===== src/sv/odpdr_pkg.sv =====
// Shared types, constants and the arctangent table for odometry dead reckoning.
package odpdr_pkg;

  // Iterations of each vectoring and rotation pass
  localparam int CordicSteps = 16;
  localparam int CntW        = $clog2(CordicSteps + 1);
  localparam int IdxW        = $clog2(CordicSteps);

  // Datapath width of the shared rotator, angle accumulator width
  localparam int DataW  = 56;
  localparam int AngW   = 34;
  localparam int OffW   = DataW - 16;

  // 1/K^2 in Q0.32
  localparam logic [31:0] GainSqInv = 32'd1583795545;

  typedef enum logic {
    CORDIC_VECTOR = 1'b0,
    CORDIC_ROTATE = 1'b1
  } cordic_mode_e;

  typedef struct packed {
    logic         start;
    cordic_mode_e mode;
  } cordic_cmd_t;

  typedef enum logic [2:0] {
    ST_IDLE,
    ST_VEC,
    ST_MUL_HI,
    ST_MUL_LO,
    ST_ROT_START,
    ST_ROT,
    ST_FIN,
    ST_OUT
  } state_e;

  // Arctangent of 2^-i in binary angle, 2^32 units per turn
  function automatic logic [31:0] atan_at(input logic [4:0] i);
    logic [31:0] r;
    unique case (i)
      5'd0:  r = 32'h20000000;
      5'd1:  r = 32'h12E4051E;
      5'd2:  r = 32'h09FB385B;
      5'd3:  r = 32'h051111D4;
      5'd4:  r = 32'h028B0D43;
      5'd5:  r = 32'h0145D7E1;
      5'd6:  r = 32'h00A2F61E;
      5'd7:  r = 32'h00517C55;
      5'd8:  r = 32'h0028BE53;
      5'd9:  r = 32'h00145F2F;
      5'd10: r = 32'h000A2F98;
      5'd11: r = 32'h000517CC;
      5'd12: r = 32'h00028BE6;
      5'd13: r = 32'h000145F3;
      5'd14: r = 32'h0000A2FA;
      5'd15: r = 32'h0000517D;
      5'd16: r = 32'h000028BE;
      5'd17: r = 32'h0000145F;
      5'd18: r = 32'h00000A30;
      5'd19: r = 32'h00000518;
      5'd20: r = 32'h0000028C;
      5'd21: r = 32'h00000146;
      5'd22: r = 32'h000000A3;
      5'd23: r = 32'h00000051;
      5'd24: r = 32'h00000029;
      5'd25: r = 32'h00000014;
      5'd26: r = 32'h0000000A;
      5'd27: r = 32'h00000005;
      5'd28: r = 32'h00000003;
      5'd29: r = 32'h00000001;
      5'd30: r = 32'h00000001;
      default: r = 32'h00000000;
    endcase
    return r;
  endfunction

endpackage


===== src/sv/odpdr_if.sv =====
// Handshake channels for odometry requests and pose words.
interface odpdr_in_if;
  logic               valid;
  logic               ready;
  logic               kind;
  logic signed [31:0] in_x;
  logic signed [31:0] in_y;
  logic        [15:0] in_heading;

  modport source (output valid, kind, in_x, in_y, in_heading, input ready);
  modport sink   (input valid, kind, in_x, in_y, in_heading, output ready);
endinterface

interface odpdr_out_if;
  logic               valid;
  logic               ready;
  logic signed [31:0] pose_x;
  logic signed [31:0] pose_y;
  logic        [15:0] pose_heading;

  modport source (output valid, pose_x, pose_y, pose_heading, input ready);
  modport sink   (input valid, pose_x, pose_y, pose_heading, output ready);
endinterface


===== src/sv/odpdr_cordic.sv =====
// Shared CORDIC unit: one micro-rotation per cycle, vectoring or rotation mode.
module odpdr_cordic (
  input  logic                              clk_i,
  input  logic                              rst_ni,
  input  odpdr_pkg::cordic_cmd_t            cmd_i,
  input  logic signed [odpdr_pkg::DataW-1:0] x_i,
  input  logic signed [odpdr_pkg::DataW-1:0] y_i,
  input  logic signed [odpdr_pkg::AngW-1:0]  z_i,
  output logic                              done_o,
  output logic signed [odpdr_pkg::DataW-1:0] x_o,
  output logic signed [odpdr_pkg::DataW-1:0] y_o,
  output logic signed [odpdr_pkg::AngW-1:0]  z_o
);

  logic                               busy_q, busy_d;
  logic                               done_q, done_d;
  logic [odpdr_pkg::CntW-1:0]         cnt_q, cnt_d;
  odpdr_pkg::cordic_mode_e            mode_q, mode_d;
  logic signed [odpdr_pkg::DataW-1:0] x_q, x_d, y_q, y_d, xs, ys;
  logic signed [odpdr_pkg::AngW-1:0]  z_q, z_d, a;
  logic                               pos;

  // One micro-rotation step
  always_comb begin
    xs = x_q >>> cnt_q;
    ys = y_q >>> cnt_q;
    a  = odpdr_pkg::AngW'(odpdr_pkg::atan_at(5'(cnt_q[odpdr_pkg::IdxW-1:0])));
    pos = (mode_q == odpdr_pkg::CORDIC_VECTOR) ? !y_q[odpdr_pkg::DataW-1]
                                               : !z_q[odpdr_pkg::AngW-1];
    busy_d = busy_q;
    done_d = 1'b0;
    cnt_d  = cnt_q;
    mode_d = mode_q;
    x_d = x_q;
    y_d = y_q;
    z_d = z_q;
    if (cmd_i.start) begin
      busy_d = 1'b1;
      cnt_d  = '0;
      mode_d = cmd_i.mode;
      x_d = x_i;
      y_d = y_i;
      z_d = z_i;
    end else if (busy_q) begin
      if ((mode_q == odpdr_pkg::CORDIC_VECTOR) == pos) begin
        x_d = x_q + ys;
        y_d = y_q - xs;
      end else begin
        x_d = x_q - ys;
        y_d = y_q + xs;
      end
      // vectoring accumulates the angle, rotation drives it to zero
      if ((mode_q == odpdr_pkg::CORDIC_VECTOR) == pos) z_d = z_q + a;
      else                                             z_d = z_q - a;
      cnt_d = cnt_q + 1'b1;
      if (cnt_q == odpdr_pkg::CntW'(odpdr_pkg::CordicSteps - 1)) begin
        busy_d = 1'b0;
        done_d = 1'b1;
      end
    end
  end

  always_ff @(posedge clk_i or negedge rst_ni) begin
    if (!rst_ni) begin
      busy_q <= 1'b0;
      done_q <= 1'b0;
      cnt_q  <= '0;
      mode_q <= odpdr_pkg::CORDIC_VECTOR;
    end else begin
      busy_q <= busy_d;
      done_q <= done_d;
      cnt_q  <= cnt_d;
      mode_q <= mode_d;
    end
  end

  always_ff @(posedge clk_i) begin
    x_q <= x_d;
    y_q <= y_d;
    z_q <= z_d;
  end

  assign done_o = done_q;
  assign x_o    = x_q;
  assign y_o    = y_q;
  assign z_o    = z_q;

endmodule


===== src/sv/odometry_pose_dead_reckoning.sv =====
// Odometry dead reckoning: an odometry sample with motion runs one 16-step CORDIC
// vectoring pass and one 16-step rotation pass on the same shared CORDIC unit, with the
// high and low gain multiplies and the rotation setup between them and the pose update
// after them. Its pose word is presented as the sequencer returns to idle, so the next
// request can be taken while that word is presented. A sample with no motion skips both
// passes and goes to the pose update, and a pose load skips all arithmetic. A pose word
// that is not taken holds the sequencer in its output state until the word is taken.
// One request is in flight at a time; a new request is taken once the sequencer is idle,
// even while the previous pose word still waits at the output register.
module odometry_pose_dead_reckoning (
  input  logic           clk_i,
  input  logic           rst_ni,
  odpdr_in_if.sink       in_i,
  odpdr_out_if.source    out_o
);

  localparam int DW = odpdr_pkg::DataW;
  localparam int AW = odpdr_pkg::AngW;
  localparam int OW = odpdr_pkg::OffW;

  odpdr_pkg::state_e      state_q, state_d;
  odpdr_pkg::cordic_cmd_t cmd;
  logic signed [DW-1:0]   cx_in, cy_in, cx_out, cy_out;
  logic signed [AW-1:0]   cz_in, cz_out;
  logic                   c_done;

  logic signed [31:0] last_x_q, last_y_q, bel_x_q, bel_y_q;
  logic        [15:0] last_h_q, bel_h_q;
  logic signed [31:0] ix_q, iy_q;
  logic        [15:0] ih_q;
  logic        [31:0] ang_q;
  logic        [DW-1:0] mag_q;
  logic        [DW-1:0] phi_q;
  logic        [31:0] plo_q;
  logic signed [OW-1:0] offx_q, offy_q;
  logic signed [31:0] px_q, py_q;
  logic        [15:0] ph_q;
  logic               ov_q;

  logic               accept, upd_out;
  logic signed [32:0] dx, dy;
  logic signed [DW-1:0] x0, y0;
  logic        [DW-1:0] len;
  logic        [31:0] dir;
  logic signed [40:0] sx, sy;
  logic signed [DW-1:0] rx, ry;

  odpdr_cordic u_cordic (
    .clk_i  (clk_i),
    .rst_ni (rst_ni),
    .cmd_i  (cmd),
    .x_i    (cx_in),
    .y_i    (cy_in),
    .z_i    (cz_in),
    .done_o (c_done),
    .x_o    (cx_out),
    .y_o    (cy_out),
    .z_o    (cz_out)
  );

  assign in_i.ready = (state_q == odpdr_pkg::ST_IDLE);
  assign accept     = in_i.valid && in_i.ready;
  assign upd_out    = (state_q == odpdr_pkg::ST_OUT) && (!ov_q || out_o.ready);

  // Displacement against the previous sample scaled by 2^16, gain-corrected length, direction and offsets
  always_comb begin
    dx  = 33'(in_i.in_x) - 33'(last_x_q);
    dy  = 33'(in_i.in_y) - 33'(last_y_q);
    x0  = DW'(dx) <<< 16;
    y0  = DW'(dy) <<< 16;
    len = phi_q + DW'(plo_q);
    dir = {bel_h_q, 16'h0} + ang_q - {last_h_q, 16'h0};
    rx  = cx_out + DW'(32768);
    ry  = cy_out + DW'(32768);
    sx  = 41'(bel_x_q) + 41'(offx_q);
    sy  = 41'(bel_y_q) + 41'(offy_q);
  end

  // Sequencer and CORDIC command
  always_comb begin
    state_d    = state_q;
    cmd.start  = 1'b0;
    cmd.mode   = odpdr_pkg::CORDIC_VECTOR;
    cx_in      = x0;
    cy_in      = y0;
    cz_in      = '0;
    unique case (state_q)
      odpdr_pkg::ST_IDLE: begin
        if (accept) begin
          if (in_i.kind) begin
            state_d = odpdr_pkg::ST_OUT;
          end else if (dx == '0 && dy == '0) begin
            state_d = odpdr_pkg::ST_FIN;
          end else begin
            cmd.start = 1'b1;
            state_d   = odpdr_pkg::ST_VEC;
            // fold the left half plane over by half a turn
            if (dx[32]) begin
              cx_in = -x0;
              cy_in = -y0;
              cz_in = AW'(32'h80000000);
            end
          end
        end
      end
      odpdr_pkg::ST_VEC:    if (c_done) state_d = odpdr_pkg::ST_MUL_HI;
      odpdr_pkg::ST_MUL_HI: state_d = odpdr_pkg::ST_MUL_LO;
      odpdr_pkg::ST_MUL_LO: state_d = odpdr_pkg::ST_ROT_START;
      odpdr_pkg::ST_ROT_START: begin
        cmd.start = 1'b1;
        cmd.mode  = odpdr_pkg::CORDIC_ROTATE;
        cy_in     = '0;
        // fold the back half of directions over by half a turn
        if (dir[31] != dir[30]) begin
          cx_in = -$signed(len);
          cz_in = AW'($signed({~dir[31], dir[30:0]}));
        end else begin
          cx_in = $signed(len);
          cz_in = AW'($signed(dir));
        end
        state_d = odpdr_pkg::ST_ROT;
      end
      odpdr_pkg::ST_ROT: if (c_done) state_d = odpdr_pkg::ST_FIN;
      odpdr_pkg::ST_FIN: state_d = odpdr_pkg::ST_OUT;
      odpdr_pkg::ST_OUT: if (upd_out) state_d = odpdr_pkg::ST_IDLE;
      default: state_d = odpdr_pkg::ST_IDLE;
    endcase
  end

  always_ff @(posedge clk_i or negedge rst_ni) begin
    if (!rst_ni) begin
      state_q  <= odpdr_pkg::ST_IDLE;
      ov_q     <= 1'b0;
      last_x_q <= '0;
      last_y_q <= '0;
      last_h_q <= '0;
      bel_x_q  <= '0;
      bel_y_q  <= '0;
      bel_h_q  <= '0;
    end else begin
      state_q <= state_d;
      // hold the pose word until taken
      if (upd_out)           ov_q <= 1'b1;
      else if (out_o.ready)  ov_q <= 1'b0;
      if (accept && in_i.kind) begin
        bel_x_q <= in_i.in_x;
        bel_y_q <= in_i.in_y;
        bel_h_q <= in_i.in_heading;
      end
      // apply the motion, saturating the position
      if (state_q == odpdr_pkg::ST_FIN) begin
        if (sx > 41'sd2147483647)       bel_x_q <= 32'h7FFFFFFF;
        else if (sx < -41'sd2147483648) bel_x_q <= 32'h80000000;
        else                            bel_x_q <= sx[31:0];
        if (sy > 41'sd2147483647)       bel_y_q <= 32'h7FFFFFFF;
        else if (sy < -41'sd2147483648) bel_y_q <= 32'h80000000;
        else                            bel_y_q <= sy[31:0];
        bel_h_q  <= bel_h_q + ih_q - last_h_q;
        last_x_q <= ix_q;
        last_y_q <= iy_q;
        last_h_q <= ih_q;
      end
    end
  end

  // Datapath registers
  always_ff @(posedge clk_i) begin
    if (accept) begin
      ix_q   <= in_i.in_x;
      iy_q   <= in_i.in_y;
      ih_q   <= in_i.in_heading;
      offx_q <= '0;
      offy_q <= '0;
    end
    if (state_q == odpdr_pkg::ST_VEC && c_done) begin
      ang_q <= cz_out[31:0];
      mag_q <= cx_out[DW-1] ? '0 : cx_out;
    end
    if (state_q == odpdr_pkg::ST_MUL_HI) begin
      phi_q <= DW'(mag_q[DW-1:32]) * DW'(odpdr_pkg::GainSqInv);
    end
    if (state_q == odpdr_pkg::ST_MUL_LO) begin
      plo_q <= 32'((64'(mag_q[31:0]) * 64'(odpdr_pkg::GainSqInv)) >> 32);
    end
    if (state_q == odpdr_pkg::ST_ROT && c_done) begin
      offx_q <= OW'(rx >>> 16);
      offy_q <= OW'(ry >>> 16);
    end
    if (upd_out) begin
      px_q <= bel_x_q;
      py_q <= bel_y_q;
      ph_q <= bel_h_q;
    end
  end

  assign out_o.valid        = ov_q;
  assign out_o.pose_x       = px_q;
  assign out_o.pose_y       = py_q;
  assign out_o.pose_heading = ph_q;

endmodule


===== src/flat_wrapper.sv =====
// flat-port wrapper written by rule: the top's interface ports become plain ports
module odometry_pose_dead_reckoning_flat 
  (clk_i, rst_ni, in_i_valid, in_i_kind, in_i_in_x, in_i_in_y, in_i_in_heading, in_i_ready, out_o_valid, out_o_pose_x, out_o_pose_y, out_o_pose_heading, out_o_ready);
  odpdr_in_if in_i_i ();
  odpdr_out_if out_o_i ();
  input  logic clk_i;
  input  logic rst_ni;
  input wire logic [$bits(in_i_i.valid)-1:0] in_i_valid;
  input wire logic [$bits(in_i_i.kind)-1:0] in_i_kind;
  input wire logic [$bits(in_i_i.in_x)-1:0] in_i_in_x;
  input wire logic [$bits(in_i_i.in_y)-1:0] in_i_in_y;
  input wire logic [$bits(in_i_i.in_heading)-1:0] in_i_in_heading;
  output wire logic [$bits(in_i_i.ready)-1:0] in_i_ready;
  output wire logic [$bits(out_o_i.valid)-1:0] out_o_valid;
  output wire logic [$bits(out_o_i.pose_x)-1:0] out_o_pose_x;
  output wire logic [$bits(out_o_i.pose_y)-1:0] out_o_pose_y;
  output wire logic [$bits(out_o_i.pose_heading)-1:0] out_o_pose_heading;
  input wire logic [$bits(out_o_i.ready)-1:0] out_o_ready;
  assign in_i_i.valid = in_i_valid;
  assign in_i_i.kind = in_i_kind;
  assign in_i_i.in_x = in_i_in_x;
  assign in_i_i.in_y = in_i_in_y;
  assign in_i_i.in_heading = in_i_in_heading;
  assign in_i_ready = in_i_i.ready;
  assign out_o_valid = out_o_i.valid;
  assign out_o_pose_x = out_o_i.pose_x;
  assign out_o_pose_y = out_o_i.pose_y;
  assign out_o_pose_heading = out_o_i.pose_heading;
  assign out_o_i.ready = out_o_ready;
  odometry_pose_dead_reckoning u_core (.clk_i(clk_i), .rst_ni(rst_ni), .in_i(in_i_i), .out_o(out_o_i));
endmodule

===== config.mk =====
export PLATFORM = sky130hd
export DESIGN_NAME = odometry_pose_dead_reckoning_flat
export DESIGN_NICKNAME = d
export VERILOG_FILES = /design/src/sv/odpdr_pkg.sv /design/src/sv/odpdr_if.sv /design/src/sv/odpdr_cordic.sv /design/src/sv/odometry_pose_dead_reckoning.sv /design/src/flat_wrapper.sv
export SDC_FILE = /design/constraint.sdc
export NUM_CORES = 2
export LEC_CHECK = 0
export BUFFER_PORTS_ARGS = -buffer_cell sky130_fd_sc_hd__buf_2
export CORE_UTILIZATION = 40
export DETAILED_ROUTE_END_ITERATION = 8
export PLACE_DENSITY = 0.53
export SYNTH_ARGS = -nofsm -noshare
export SYNTH_HDL_FRONTEND = slang
export SYNTH_SLANG_ARGS = --single-unit
export TNS_END_PERCENT = 20

===== constraint.sdc =====
create_clock -name clk_i -period 15.72 [get_ports clk_i]
set_input_delay 3.144 -clock clk_i [delete_from_list [all_inputs] [get_ports clk_i]]
set_output_delay 3.144 -clock clk_i [all_outputs]
set_load 0.005 [all_outputs]

==> summary.md <==
| Metric | Value |
|---|---|
| Max_cap viols | 0 |
| Hold Slack | 0.430 ns |
| Finished Core Util | 0.433 |
| CP Class | in -> reg |
| Max clock buf depth | 3 |
| Synthesized area | 94100 µm² |
| Post-CTS setup buffer count | 0 |
| Crit path DAT | 11.10 ns |
| Die H | 487 µm |
| Slew of the pin with the lowest slew margin | roughly 1.3 ns |
| Clock Latency Late Sink | approximately 0.75 ns |
| CP Max Fanout | 74 |
| Slew HR | 0.110 |
| Worst path buffer plus inverter count | 3 |
| WHS Endpoint | u_core.last_x_q[7] |
| Row Count | around 180 |
| Setup Viol. Count Final | 0 |
| Crit path max-delay cell type | a2111oi_1 |
| Gr ovfl total | 0 |
| Post-DP Area | between 90000 and 100000 µm² |
| Vias in the first global route | 74155 |
| CTS buffer count | 88 |
| Clock transition at path regs | 0.07 ns |
| DRC violations left | 0 |
| Tmin final | approximately 11 ns |
| Share of synthesized registers carrying an async set or reset | 0.235 |
| R2R setup slack | 5.83 ns |
| RSZ-0062 raised after global routing | false |
| Gr usage total | 0.252 |
| Number of flops mapped to enable cells by yosys | between 500 and 600 |
| Crit path launch type | primary input |
| Status | finished clean |
| Most frequent cell after synthesis | inv_1 |
| HP Start | u_core.ix_q[7] |
| Post-Route WL | 301 mm |
| Slowest stage delay, CP | 1.15 ns |
| PostCTS Resize Cnt | 0 |
| Worst r2r dst | u_core.plo_q[24] |
| Die area | 237000 µm² |
| HP Class | reg -> reg |
| Top cells by count, synth | inv_1 (1439), ha_1 (1068), fa_1 (742), nand2_1 (715), a21oi_1 (642) |
| Hold-fix buffers, CTS | 0 |
| Post-DP HPWL | about 240 mm |
| Vias per cell | 5.67 |
| Synth Area per Inst | 9.40 µm² |
| CTS sink count | 731 |
| CP required | 16.06 ns |
| Setup crit end kind | flop |
| First-pass GRT wire length | 460 mm |
| CTS tree | yes |
| Design Area, Final | approximately 100000 µm² |
| Num ports | 167 |
| Maximum clock frequency | 92.9 MHz |
| Final period utilization | 0.685 |
| Placer congestion estimate | 0.965 |
| Max Clock Skew | between 0.04 and 0.05 ns |
| Initial Util | 0.404 |
| Hold path depth | 2 |
| Vias | 74709 |
| Post-DR wirelength/cell | 22.9 µm |
| Die width | approximately 500 µm |
| Share of cells above drive strength 1 | 0.0723 |
| Initial DRT Pass Iterations | 7 |
| Largest net degree at the start of global routing | 97 |
| H-tree lvl count | 3 |
| Antenna-violating nets left | 0 |
| Fin. Hold Viols | 0 |
| Area delta synth->final | 7.26% |
| Reg2reg start | u_core.mag_q[13] |
| Final net count | about 12000 |
| Initial antenna violation count | 9 |
| Seq/Total Area, Yosys | 0.224 |
| Share of the synthesized area in the top cell type | 0.178 |
| Most used DFF post-synth | edfxtp_1 |
| Number of synthesized register bits | 731 |
| Synthesized instance count | 10015 |
| Crit-path leading delay family | compound AO/OA/AOI/OAI gates |
| Setup TNS | 0 ns |
| Yosys cell types | 111 |
| Pins Over Slew Limit | 0 |
| IO Port Bufs | 166 |
| CP Cell Sequence | buf_2 -> ha_1 -> o21a_1 -> o31a_1 -> o311ai_1 -> a2111oi_1 -> o21ai_0 -> a21boi_1 -> o22ai_1 -> nor4bb_1 -> or3b_1 -> or3_1 -> nor2_1 -> ha_1 -> and3_1 -> o211ai_1 -> o31ai_4 -> and2_1 -> buf_4 -> nand2_4 -> buf_4 |
| Initial DRC count | ~6500 |
| Post-synth net total | roughly 12000 |
| Warnings from Yosys | 0 |
| Root Driver | clkbuf_16 |
| Worst R2R Path Depth | 27 |
| Stages on worst setup path | 21 |
| Leading area contributor after synthesis | edfxtp_1 |
| Core region area | around 230000 µm² |
| Largest cells by area after synthesis | edfxtp_1 (18%), fa_1 (16%), ha_1 (14%) |
[metrics by stage]
stage / std cells / worst slack (ns)
after floorplan: 10015 / 4.58
after global placement: 13015 / 4.69
after detailed placement: 13015 / 4.56
after CTS: 13176 / 5.34
after global routing: 13177 / 4.78
final: 13181 / 4.95
[worst register-to-register path: stages (launching register included)]
cell       delay, ns
edfxtp_1        0.88
ha_1            0.45
xor2_1          0.18
ha_1            0.19
a21o_1          0.17
fa_1            0.53
inv_1           0.05
fa_1            0.48
inv_1           0.06
fa_1            0.48
fa_1            0.55
fa_1            0.51
inv_1           0.05
fa_1            0.47
inv_1           0.04
ha_1            0.33
a222oi_1        0.35
nand2_1         0.20
nor4_1          0.28
a21oi_1         0.36
a221oi_1        0.68
o21ai_1         0.33
a21boi_0        0.46
o21bai_1        0.21
a221oi_1        0.61
nor3_1          0.09
a2111oi_0       0.52
xnor2_1         0.13
[logic make-up (layout without fill, tap and decap cells)]
| logic type | Yosys count | after routing | synth area share |
|---|---|---|---|
| simple gates | 2238 | 2238 | 0.115 |
| buf+inv | 1822 | 1851 | 0.0748 |
| flops | 731 | 731 | 0.224 |
| compound gates | 2321 | 2321 | 0.159 |
| mux | 339 | 339 | 0.0572 |
| other cells | 0 | 5 | 0 |
| xor+xnor | 754 | 754 | 0.0702 |
| fa+ha+maj | 1810 | 1810 | 0.300 |
[state kept, by name, indices dropped and copies added, names as in the netlist, 3 cells and up]
register                   cells
u_core.out_o.pose_y           32
u_core.plo_q                  31
u_core.offx_q                 40
u_core.bel_x_q                32
u_core.ix_q                   32
u_core.ang_q                  32
u_core.state_q                 3
u_core.offy_q                 40
u_core.last_x_q               32
u_core.u_cordic.x_o           56
u_core.mag_q                  55
u_core.u_cordic.z_o           34
u_core.u_cordic.cnt_q          5
u_core.ih_q                   16
u_core.phi_q                  55
u_core.iy_q                   32
u_core.out_o.pose_x           32
u_core.u_cordic.y_o           56
u_core.bel_h_q                16
u_core.last_y_q               32
u_core.last_h_q               16
u_core.out_o.pose_heading     16
u_core.bel_y_q                32
[worst max-delay path by stage]
stage | start | endpoint | slack [ns]
after detailed placement | in_i_in_y[3] | u_core.u_cordic.y_o[53] | 4.56
after global placement | in_i_in_y[3] | u_core.u_cordic.y_o[53] | 4.69
after CTS | in_i_in_y[3] | u_core.u_cordic.y_o[42] | 5.34
after floorplan | in_i_in_y[4] | u_core.u_cordic.x_o[0] | 4.58
final | in_i_in_y[3] | u_core.u_cordic.y_o[49] | 4.95
after global routing | in_i_in_y[3] | u_core.u_cordic.y_o[52] | 4.78
[cell usage in the layout (no fill, tap or decap), types with 29 or more instances in the layout]
master,Yosys,routed
edfxtp_1,559,559
and2_1,53,52
xor2_1,340,339
a21oi_1,642,641
o31ai_1,49,48
nor2_1,521,517
a31oi_1,79,77
nand2_1,715,712
o21ai_0,493,493
or2_2,45,45
o211ai_1,75,75
buf_4,16,79
ha_1,1068,1068
a21o_1,227,226
nor2b_1,109,109
o221ai_1,35,35
or3_1,66,66
o21bai_1,92,92
clkbuf_16,0,88
o22ai_1,65,65
a22o_1,29,29
xnor2_1,414,413
a211oi_1,78,78
nand2b_1,63,63
dfrtp_1,172,167
buf_2,43,165
nand4_1,74,74
fa_1,742,742
inv_1,1439,1435
nor4_1,31,31
nand3_1,216,216
mux2_2,64,64
and3_1,89,88
o21a_1,84,84
mux4_2,133,133
a22oi_1,29,29
nor3_1,127,126
mux2i_1,127,127
[cell type report]
type	count	area, µm²
sequential	731	21100
antenna	5	12.5
clock inverter	47	452
tap	3132	3920
inverter	1442	5420
timing repair buffer	248	1490
multi-input combinational	7462	66100
clock buffer	114	2410
fill	22759	132000
[metal layers]
| metal | share of wire | vias to the layer above | wire length (µm) | track usage |
|---|---|---|---|---|
| met5 | 0 | - | 0 | 0 |
| met4 | 0.019 | 0 | 5700 | 0.0507 |
| met3 | 0.063 | 295 | 18900 | 0.0293 |
| met2 | 0.45 | 2268 | 134000 | 0.397 |
| met1 | 0.47 | 37184 | 142000 | 0.371 |
| li1 | - | 34962 | - | - |
Power is left out: the tool's default activity adds up to more than one toggle a clock period on the data nets, which glitch-free logic cannot reach.
